`config.mk`:
```
export PLATFORM = sky130hd
export DESIGN_NAME = color_sensor_period_classifier
export DESIGN_NICKNAME = d
export VERILOG_FILES = /design/src/rtl/core/cspc_pkg.sv /design/src/rtl/core/color_sensor_period_classifier.sv /design/src/rtl/core/cspc_div.sv
export SDC_FILE = /design/constraint.sdc
export NUM_CORES = 1
export LEC_CHECK = 0
export BUFFER_PORTS_ARGS = -buffer_cell sky130_fd_sc_hd__buf_2
export CAP_MARGIN = 5
export CELL_PAD_IN_SITES_DETAIL_PLACEMENT = 1
export CELL_PAD_IN_SITES_GLOBAL_PLACEMENT = 1
export CORE_UTILIZATION = 26
export DETAILED_ROUTE_END_ITERATION = 10
export GPL_TIMING_DRIVEN = 0
export PLACE_DENSITY = 0.57
export REMOVE_ABC_BUFFERS = 1
export SKIP_CTS_REPAIR_TIMING = 1
export SLEW_MARGIN = 20
export SYNTH_ARGS = -nofsm -noshare
export SYNTH_HDL_FRONTEND = slang
export SYNTH_SLANG_ARGS = --single-unit
```
`constraint.sdc`:
```
create_clock -name clk -period 6.6 [get_ports clk]
set_clock_uncertainty 0.15 [all_clocks]
set_input_delay 0 -clock clk [delete_from_list [all_inputs] [get_ports clk]]
set_output_delay 0 -clock clk [all_outputs]
set_load 0.03 [all_outputs]
```
`src/rtl/core/cspc_pkg.sv`:
```
`timescale 1ns / 1ps

package cspc_pkg;

  localparam int unsigned RATE_BITS  = 16;
  localparam int unsigned QUO_BITS   = 20;
  localparam int unsigned DIV_STEPS  = QUO_BITS;
  localparam logic [QUO_BITS-1:0] RATE_NUM = 20'd1000000;
  localparam logic [RATE_BITS-1:0] RATE_MAX = 16'hFFFF;

  localparam logic [1:0] ACT_CAPTURE  = 2'd0;
  localparam logic [1:0] ACT_SWITCH   = 2'd1;
  localparam logic [1:0] ACT_CLASSIFY = 2'd2;

  localparam logic [1:0] FILT_RED   = 2'd0;
  localparam logic [1:0] FILT_BLUE  = 2'd1;
  localparam logic [1:0] FILT_CLEAR = 2'd2;
  localparam logic [1:0] FILT_GREEN = 2'd3;

  localparam logic [1:0] CHAN_RED   = 2'd0;
  localparam logic [1:0] CHAN_GREEN = 2'd1;
  localparam logic [1:0] CHAN_BLUE  = 2'd2;
  localparam logic [1:0] CHAN_NONE  = 2'd3;

  localparam logic [1:0] CLS_DARK  = 2'd0;
  localparam logic [1:0] CLS_RED   = 2'd1;
  localparam logic [1:0] CLS_GREEN = 2'd2;
  localparam logic [1:0] CLS_BLUE  = 2'd3;

  localparam logic [1:0] REG_TIMER_TOP  = 2'd0;
  localparam logic [1:0] REG_DARK_THR   = 2'd1;
  localparam logic [1:0] REG_BLUE_RATIO = 2'd2;

  typedef logic [RATE_BITS-1:0] rate_t;

endpackage

```
`src/rtl/core/color_sensor_period_classifier.sv`:
```
`timescale 1ns / 1ps

// Color sensor period classifier. Each input item is a capture (timer stamp of a
// sensor edge), a filter switch, or a classify request, and returns exactly one
// result item. A capture with a nonzero period runs a radix-2 restoring divider
// that produces one quotient bit per cycle, then the block finishes and loads
// the output register; a capture with zero period, a switch, a classify or an
// unused action goes straight from accept to finish and output load. One item
// is processed at a time; s_tready is high only while the block is idle, and a
// result waits in the output register until taken.

module color_sensor_period_classifier import cspc_pkg::*; (
  input  logic        clk,
  input  logic        rst,
  input  logic        cfg_wr_en,
  input  logic [1:0]  cfg_index,
  input  logic [15:0] cfg_data,
  input  logic        s_tvalid,
  output logic        s_tready,
  input  logic [15:0] s_tdata,   // [15:0] capture_value
  input  logic [1:0]  s_tuser,   // [1:0] action
  output logic        m_tvalid,
  input  logic        m_tready,
  output logic [23:0] m_tdata    // [15:0] rate_value, [17:16] rate_channel,
                                 // [18] rate_saturated, [20:19] filter_select,
                                 // [22:21] color_class, [23] zero
);

  localparam logic [1:0] ST_IDLE = 2'd0;
  localparam logic [1:0] ST_DIV  = 2'd1;
  localparam logic [1:0] ST_FIN  = 2'd2;

  logic [1:0] state;

  rate_t      timer_top;
  rate_t      dark_thr;
  logic [7:0] blue_ratio;

  rate_t      prev_stamp;
  logic [1:0] chan_idx;
  rate_t      red_rate;
  rate_t      green_rate;
  rate_t      blue_rate;
  logic [1:0] cur_filter;

  rate_t      pend_rate;
  logic [1:0] pend_chan;
  logic       pend_sat;
  logic [1:0] pend_class;

  logic                accept;
  rate_t               period;
  logic [1:0]          cap_chan;
  logic                div_start;
  logic                div_done;
  logic [QUO_BITS-1:0] div_quo;
  logic                quo_ovf;
  rate_t               quo_rate;
  logic [1:0]          cls_calc;
  logic [19:0]         green_x10;
  logic [23:0]         red_x_ratio;
  logic                out_free;

  assign s_tready = (state == ST_IDLE);
  assign accept   = s_tvalid && s_tready;
  assign out_free = !m_tvalid || m_tready;

  always_comb begin
    if (s_tdata >= prev_stamp) begin
      period = s_tdata - prev_stamp;
    end else begin
      period = timer_top - prev_stamp + s_tdata + 16'd1;
    end
  end

  // the index was advanced by the switch that chose the filter
  always_comb begin
    unique case (chan_idx)
      2'd1:    cap_chan = CHAN_RED;
      2'd2:    cap_chan = CHAN_GREEN;
      default: cap_chan = CHAN_BLUE;
    endcase
  end

  assign green_x10   = {1'b0, green_rate, 3'b000} + {3'b000, green_rate, 1'b0};
  assign red_x_ratio = red_rate * blue_ratio;

  always_comb begin
    if (red_rate < dark_thr && green_rate < dark_thr && blue_rate < dark_thr) begin
      cls_calc = CLS_DARK;
    end else if (red_rate > green_rate && red_rate > blue_rate) begin
      cls_calc = CLS_RED;
    end else if ({4'b0000, green_x10} > red_x_ratio) begin
      cls_calc = CLS_BLUE;
    end else begin
      cls_calc = CLS_GREEN;
    end
  end

  assign div_start = accept && (s_tuser == ACT_CAPTURE) && (period != '0);
  assign quo_ovf   = |div_quo[QUO_BITS-1:RATE_BITS];
  assign quo_rate  = quo_ovf ? RATE_MAX : div_quo[RATE_BITS-1:0];

  cspc_div u_div (
    .clk      (clk),
    .rst      (rst),
    .start    (div_start),
    .divisor  (period),
    .done     (div_done),
    .quotient (div_quo)
  );

  always_ff @(posedge clk) begin
    if (rst) begin
      timer_top  <= RATE_MAX;
      dark_thr   <= 16'd120;
      blue_ratio <= 8'd19;
    end else if (cfg_wr_en) begin
      unique case (cfg_index)
        REG_TIMER_TOP:  timer_top  <= cfg_data;
        REG_DARK_THR:   dark_thr   <= cfg_data;
        REG_BLUE_RATIO: blue_ratio <= cfg_data[7:0];
        default: ;
      endcase
    end
  end

  always_ff @(posedge clk) begin
    if (rst) begin
      state      <= ST_IDLE;
      prev_stamp <= '0;
      chan_idx   <= 2'd0;
      red_rate   <= '0;
      green_rate <= '0;
      blue_rate  <= '0;
      cur_filter <= FILT_CLEAR;
      m_tvalid   <= 1'b0;
    end else begin
      if (m_tvalid && m_tready) begin
        m_tvalid <= 1'b0;
      end
      unique case (state)
        ST_IDLE: begin
          if (accept) begin
            state <= ST_FIN;
            unique case (s_tuser)
              ACT_CAPTURE: begin
                prev_stamp <= s_tdata;
                if (period == '0) begin
                  unique case (cap_chan)
                    CHAN_RED:   red_rate   <= RATE_MAX;
                    CHAN_GREEN: green_rate <= RATE_MAX;
                    default:    blue_rate  <= RATE_MAX;
                  endcase
                end else begin
                  state <= ST_DIV;
                end
              end
              ACT_SWITCH: begin
                unique case (chan_idx)
                  2'd0:    cur_filter <= FILT_RED;
                  2'd1:    cur_filter <= FILT_GREEN;
                  default: cur_filter <= FILT_BLUE;
                endcase
                prev_stamp <= '0;
                chan_idx   <= (chan_idx == 2'd2) ? 2'd0 : chan_idx + 2'd1;
              end
              default: ;
            endcase
          end
        end
        ST_DIV: begin
          if (div_done) begin
            state <= ST_FIN;
            unique case (pend_chan)
              CHAN_RED:   red_rate   <= quo_rate;
              CHAN_GREEN: green_rate <= quo_rate;
              default:    blue_rate  <= quo_rate;
            endcase
          end
        end
        ST_FIN: begin
          if (out_free) begin
            m_tvalid <= 1'b1;
            state    <= ST_IDLE;
          end
        end
        default: state <= ST_IDLE;
      endcase
    end
  end

  always_ff @(posedge clk) begin
    if (accept) begin
      pend_rate  <= '0;
      pend_chan  <= CHAN_NONE;
      pend_sat   <= 1'b0;
      pend_class <= CLS_DARK;
      unique case (s_tuser)
        ACT_CAPTURE: begin
          pend_chan <= cap_chan;
          if (period == '0) begin
            pend_rate <= RATE_MAX;
            pend_sat  <= 1'b1;
          end
        end
        ACT_CLASSIFY: pend_class <= cls_calc;
        default: ;
      endcase
    end else if (state == ST_DIV && div_done) begin
      pend_rate <= quo_rate;
      pend_sat  <= quo_ovf;
    end
  end

  always_ff @(posedge clk) begin
    if (state == ST_FIN && out_free) begin
      m_tdata <= {1'b0, pend_class, cur_filter, pend_sat, pend_chan, pend_rate};
    end
  end

endmodule

```
`src/rtl/core/cspc_div.sv`:
```
`timescale 1ns / 1ps

module cspc_div import cspc_pkg::*; (
  input  logic                clk,
  input  logic                rst,
  input  logic                start,
  input  rate_t               divisor,
  output logic                done,
  output logic [QUO_BITS-1:0] quotient
);

  localparam int unsigned CNT_BITS = $clog2(DIV_STEPS);
  localparam logic [CNT_BITS-1:0] LAST_STEP = CNT_BITS'(DIV_STEPS - 1);

  logic                running;
  logic [CNT_BITS-1:0] count;
  rate_t               rem;
  rate_t               dvs;
  logic [QUO_BITS-1:0] num;
  logic [QUO_BITS-1:0] quo;

  logic [RATE_BITS:0] rem_sh;
  logic [RATE_BITS:0] rem_diff;
  logic               fits;

  assign rem_sh   = {rem, num[QUO_BITS-1]};
  assign rem_diff = rem_sh - {1'b0, dvs};
  assign fits     = rem_sh >= {1'b0, dvs};
  assign quotient = quo;

  always_ff @(posedge clk) begin
    if (rst) begin
      running <= 1'b0;
      done    <= 1'b0;
      count   <= '0;
    end else begin
      done <= 1'b0;
      if (start) begin
        running <= 1'b1;
        count   <= '0;
      end else if (running) begin
        count <= count + CNT_BITS'(1);
        if (count == LAST_STEP) begin
          running <= 1'b0;
          done    <= 1'b1;
        end
      end
    end
  end

  always_ff @(posedge clk) begin
    if (start) begin
      rem <= '0;
      dvs <= divisor;
      num <= RATE_NUM;
      quo <= '0;
    end else if (running) begin
      num <= {num[QUO_BITS-2:0], 1'b0};
      quo <= {quo[QUO_BITS-2:0], fits};
      if (fits) begin
        rem <= rem_diff[RATE_BITS-1:0];
      end else begin
        rem <= rem_sh[RATE_BITS-1:0];
      end
    end
  end

endmodule
```
==> metrics.md <==
| Metric | Value |
|---|---|
| Warnings from Yosys | 0 |
| Delay-heaviest family, CP | adder cells |
| Worst Setup End Kind | register |
| Critical path class | register to register |
| Final Core Density | 31.5% |
| Min cycle time layout | 6.38 ns |
| Antenna violations before repair | 3 |
| 1st-iter DRT viols | 669 |
| Fin. max-slew vios | 0 |
| Grt ovf | 0 |
| PnR worst setup slack | 0.223 ns |
| DRC violations left | 0 |
| Placer Congestion | 0.820 |
| CP Max Fanout | 4 |
| DIE AREA | 0.0729 mm^2 |
| Mapped Area | 0.0187 mm^2 |
| CP dominant cell by count | fa_1 |
| Via count | 15,700 |
| Fin cells | 3,210 |
| Placement Cell Area | 0.0200 mm^2 |
| Port Buffers | 65 |
| Mapped Cells | 2,112 |
| Reg2Reg Setup Slack | 0.22 ns |
| Drt pass-1 iters | 4 |
| I/O pin count | 67 |
| Detailed Place HPWL | 43.0 mm |
| Die Wd | 270 um |
| Yosys reg bits | 228 |
| Final setup viols | 0 |
| Hold EP | prev_stamp[15]$_SDFFE_PP0P_ |
| Placed insts | 3,052 |
| Drt via density | 4.88 |
| Die height | 270 um |
| Crit-path cells | buf_4 > and2_1 > fa_1 > fa_1 > fa_1 > inv_1 > fa_1 > inv_2 > ha_4 > a21o_1 > a21o_1 > a21o_1 > a21oi_2 > a2bb2oi_2 > nand3_4 > xnor2_2 > ha_1 > and3_4 > a221o_1 > a221oi_2 > o21ai_2 > a2111oi_4 > nand4b_1 > o2bb2ai_1 |
| Startpoint Class | register |
| HP Class | input port to register |
| Max cap viols | 0 |
| Initial cell density of the core | 26.5% |
| Setup_tns | 0 ns |
| Run status | complete, no violations |
| Min-delay src | s_tdata[15] |
| Total Power | 4.29 mW |
| Biggest register | m_tdata |
| Drt wl/cell | 18.0 um |
| CTS tree | yes |
| Clk slew on worst S/H paths | 0.06 ns |
| Final net count | 2,597 |
| Layout area overhead | 18.9% |
| Drt total wl | 57.8 mm |
| CP required | 6.76 ns |
| Std-Cell Core Area | 0.0705 mm^2 |
| Buf/Inv on CP | 3 |
| Leakage power | 9.81 nW |
| CTS Buf Count | 27 |
| Largest stage delay on the critical path | 0.53 ns |
| Power Dens Cells | 194 mW/mm^2 |
| R2R depth | 24 |
| Syn avg cell area | 8.84 um^2 |
| Clock Latency Late Sink | 0.56 ns |
| Layout cells sized above 1 | 12.2% |
| Worst IR Drop VDD | 0.000197 V |
| DRT antenna net count | 0 |
| Tot GR Track Use | 15.4% |
| Reg-to-reg endpoint | pend_class[0]$_SDFFCE_PP0P_ |
| Worst Tran Pin Value | 1.09 ns |
| Num rows | 97 |
| FFs w/ async S/R, synth | 0% |
| Hold Slack | 0.120 ns |
| Slowest CP cell | fa_1 |
| Vias in the first global route | 16,300 |
| Placement-stage worst setup slack | -1.32 ns |
| Largest net degree at the start of global routing | 68 |
| EDFF count, synth | 60 |
| Hold path cells | 4 |
| Longest Clk Path Bufs | 3 |
| Final Hold Fails | 0 |
| Slew headroom | 27.1% |
| Post-route cell area | 0.0222 mm^2 |
| Clock H-tree levels | 1 |
| Post-route clock period utilization | 96.6% |
| Sequential area share after synthesis | 27.7% |
| Fmax | 0.157 GHz |
| Clk sinks | 228 |
| Netlist cell types | 83 |
| Top FF cell, synth | dfxtp_1 |
| Crit path DAT | 6.54 ns |
| First-pass GRT wire length | 90.7 mm |
| Worst r2r src | red_rate[5]$_SDFFE_PP0P_ |
| Unrepaired setup endpoints after global routing | true |
| Largest register FFs | 23 |
| Root Driver | clkbuf_16 |
## cells in the final DEF, fill, tap and decap left out, types with 25 or more instances in the layout
cell type,n
xnor2_1,34
nand3_1,25
buf_2,65
nor3_1,46
and2_1,115
dlygate4sd3_1,52
o21ai_0,70
inv_1,261
clkbuf_16,27
nor2_1,189
fa_1,100
nand2_1,162
edfxtp_1,60
xor2_1,25
buf_4,48
a21oi_1,93
mux2i_1,58
dfxtp_1,146
a211oi_1,39
ha_1,197
a21o_1,47
## logic make-up (layout without fill, tap and decap cells)
logic type	count (synthesis)	count (layout)	share of synthesized area, %
simple gates	670	670	17.5
compound gates	439	439	16.7
buf+inv	341	496	7.04
fa+ha+maj	310	310	24.9
flops	228	228	27.7
mux	63	63	3.41
xor+xnor	60	60	2.81
other cells	1	4	0.0201
## worst max path at each step
stage / start / end / slack [ns] / depth (start not counted)
after global placement: blue_ratio[7]$_SDFFE_PP0P_ / pend_class[0]$_SDFFCE_PP0P_ / -1.25 / 24
after CTS: blue_ratio[7]$_SDFFE_PP0P_ / pend_class[0]$_SDFFCE_PP0P_ / -1.38 / 24
after global routing: blue_ratio[2]$_SDFFE_PP0P_ / pend_class[0]$_SDFFCE_PP0P_ / -0.01 / 24
after floorplan: blue_ratio[7]$_SDFFE_PP0P_ / pend_class[0]$_SDFFCE_PP0P_ / 0.33 / 24
after detailed placement: blue_ratio[7]$_SDFFE_PP0P_ / pend_class[0]$_SDFFCE_PP0P_ / -1.32 / 24
final: red_rate[5]$_SDFFE_PP0P_ / pend_class[0]$_SDFFCE_PP0P_ / 0.22 / 24
## synthesized netlist by cell type, types with 26 or more instances
cell        n  area, um^2
a211oi_1   39         293
a21o_1     47         353
a21oi_1    96         480
and2_1    117         732
clkbuf_1   65         244
dfxtp_1   168        3360
edfxtp_1   60        1800
fa_1      102        2040
ha_1      208        2600
inv_1     264         991
mux2i_1    58         581
nand2_1   164         616
nand3_1    26         130
nor2_1    196         736
nor3_1     50         250
o21ai_0    71         355
xnor2_1    35         307
## cell type report
| type | instances | area [um^2] |
|---|---|---|
| Multi-Input combinational cell | 1543 | 12500 |
| Clock inverter | 18 | 183 |
| Sequential cell | 228 | 5240 |
| Clock buffer | 32 | 714 |
| Inverter | 267 | 1000 |
| Fill cell | 8143 | 48300 |
| Antenna cell | 3 | 7.51 |
| Tap cell | 940 | 1180 |
| Timing Repair Buffer | 179 | 1380 |
## tightest hold or removal path: stages
cell and delay, ns:
dlygate4sd3_1 0.52, buf_2 0.12, a22oi_1 0.07, nor2_1 0.08
## power breakdown
group          internal (mW)  switching, mW
clock network          0.893          0.645
logic                  0.461          0.623
registers               1.57          0.101
total                   2.93           1.37
## per-layer routing
layer,wire length (um),global-route usage [%],vias up
met5,0,0,-
met1,28700,21.3,7844
li1,-,-,7575
met4,1090,3.41,0
met2,26700,25.8,177
met3,1340,1.30,66
(Power assumes the default switching activity.)
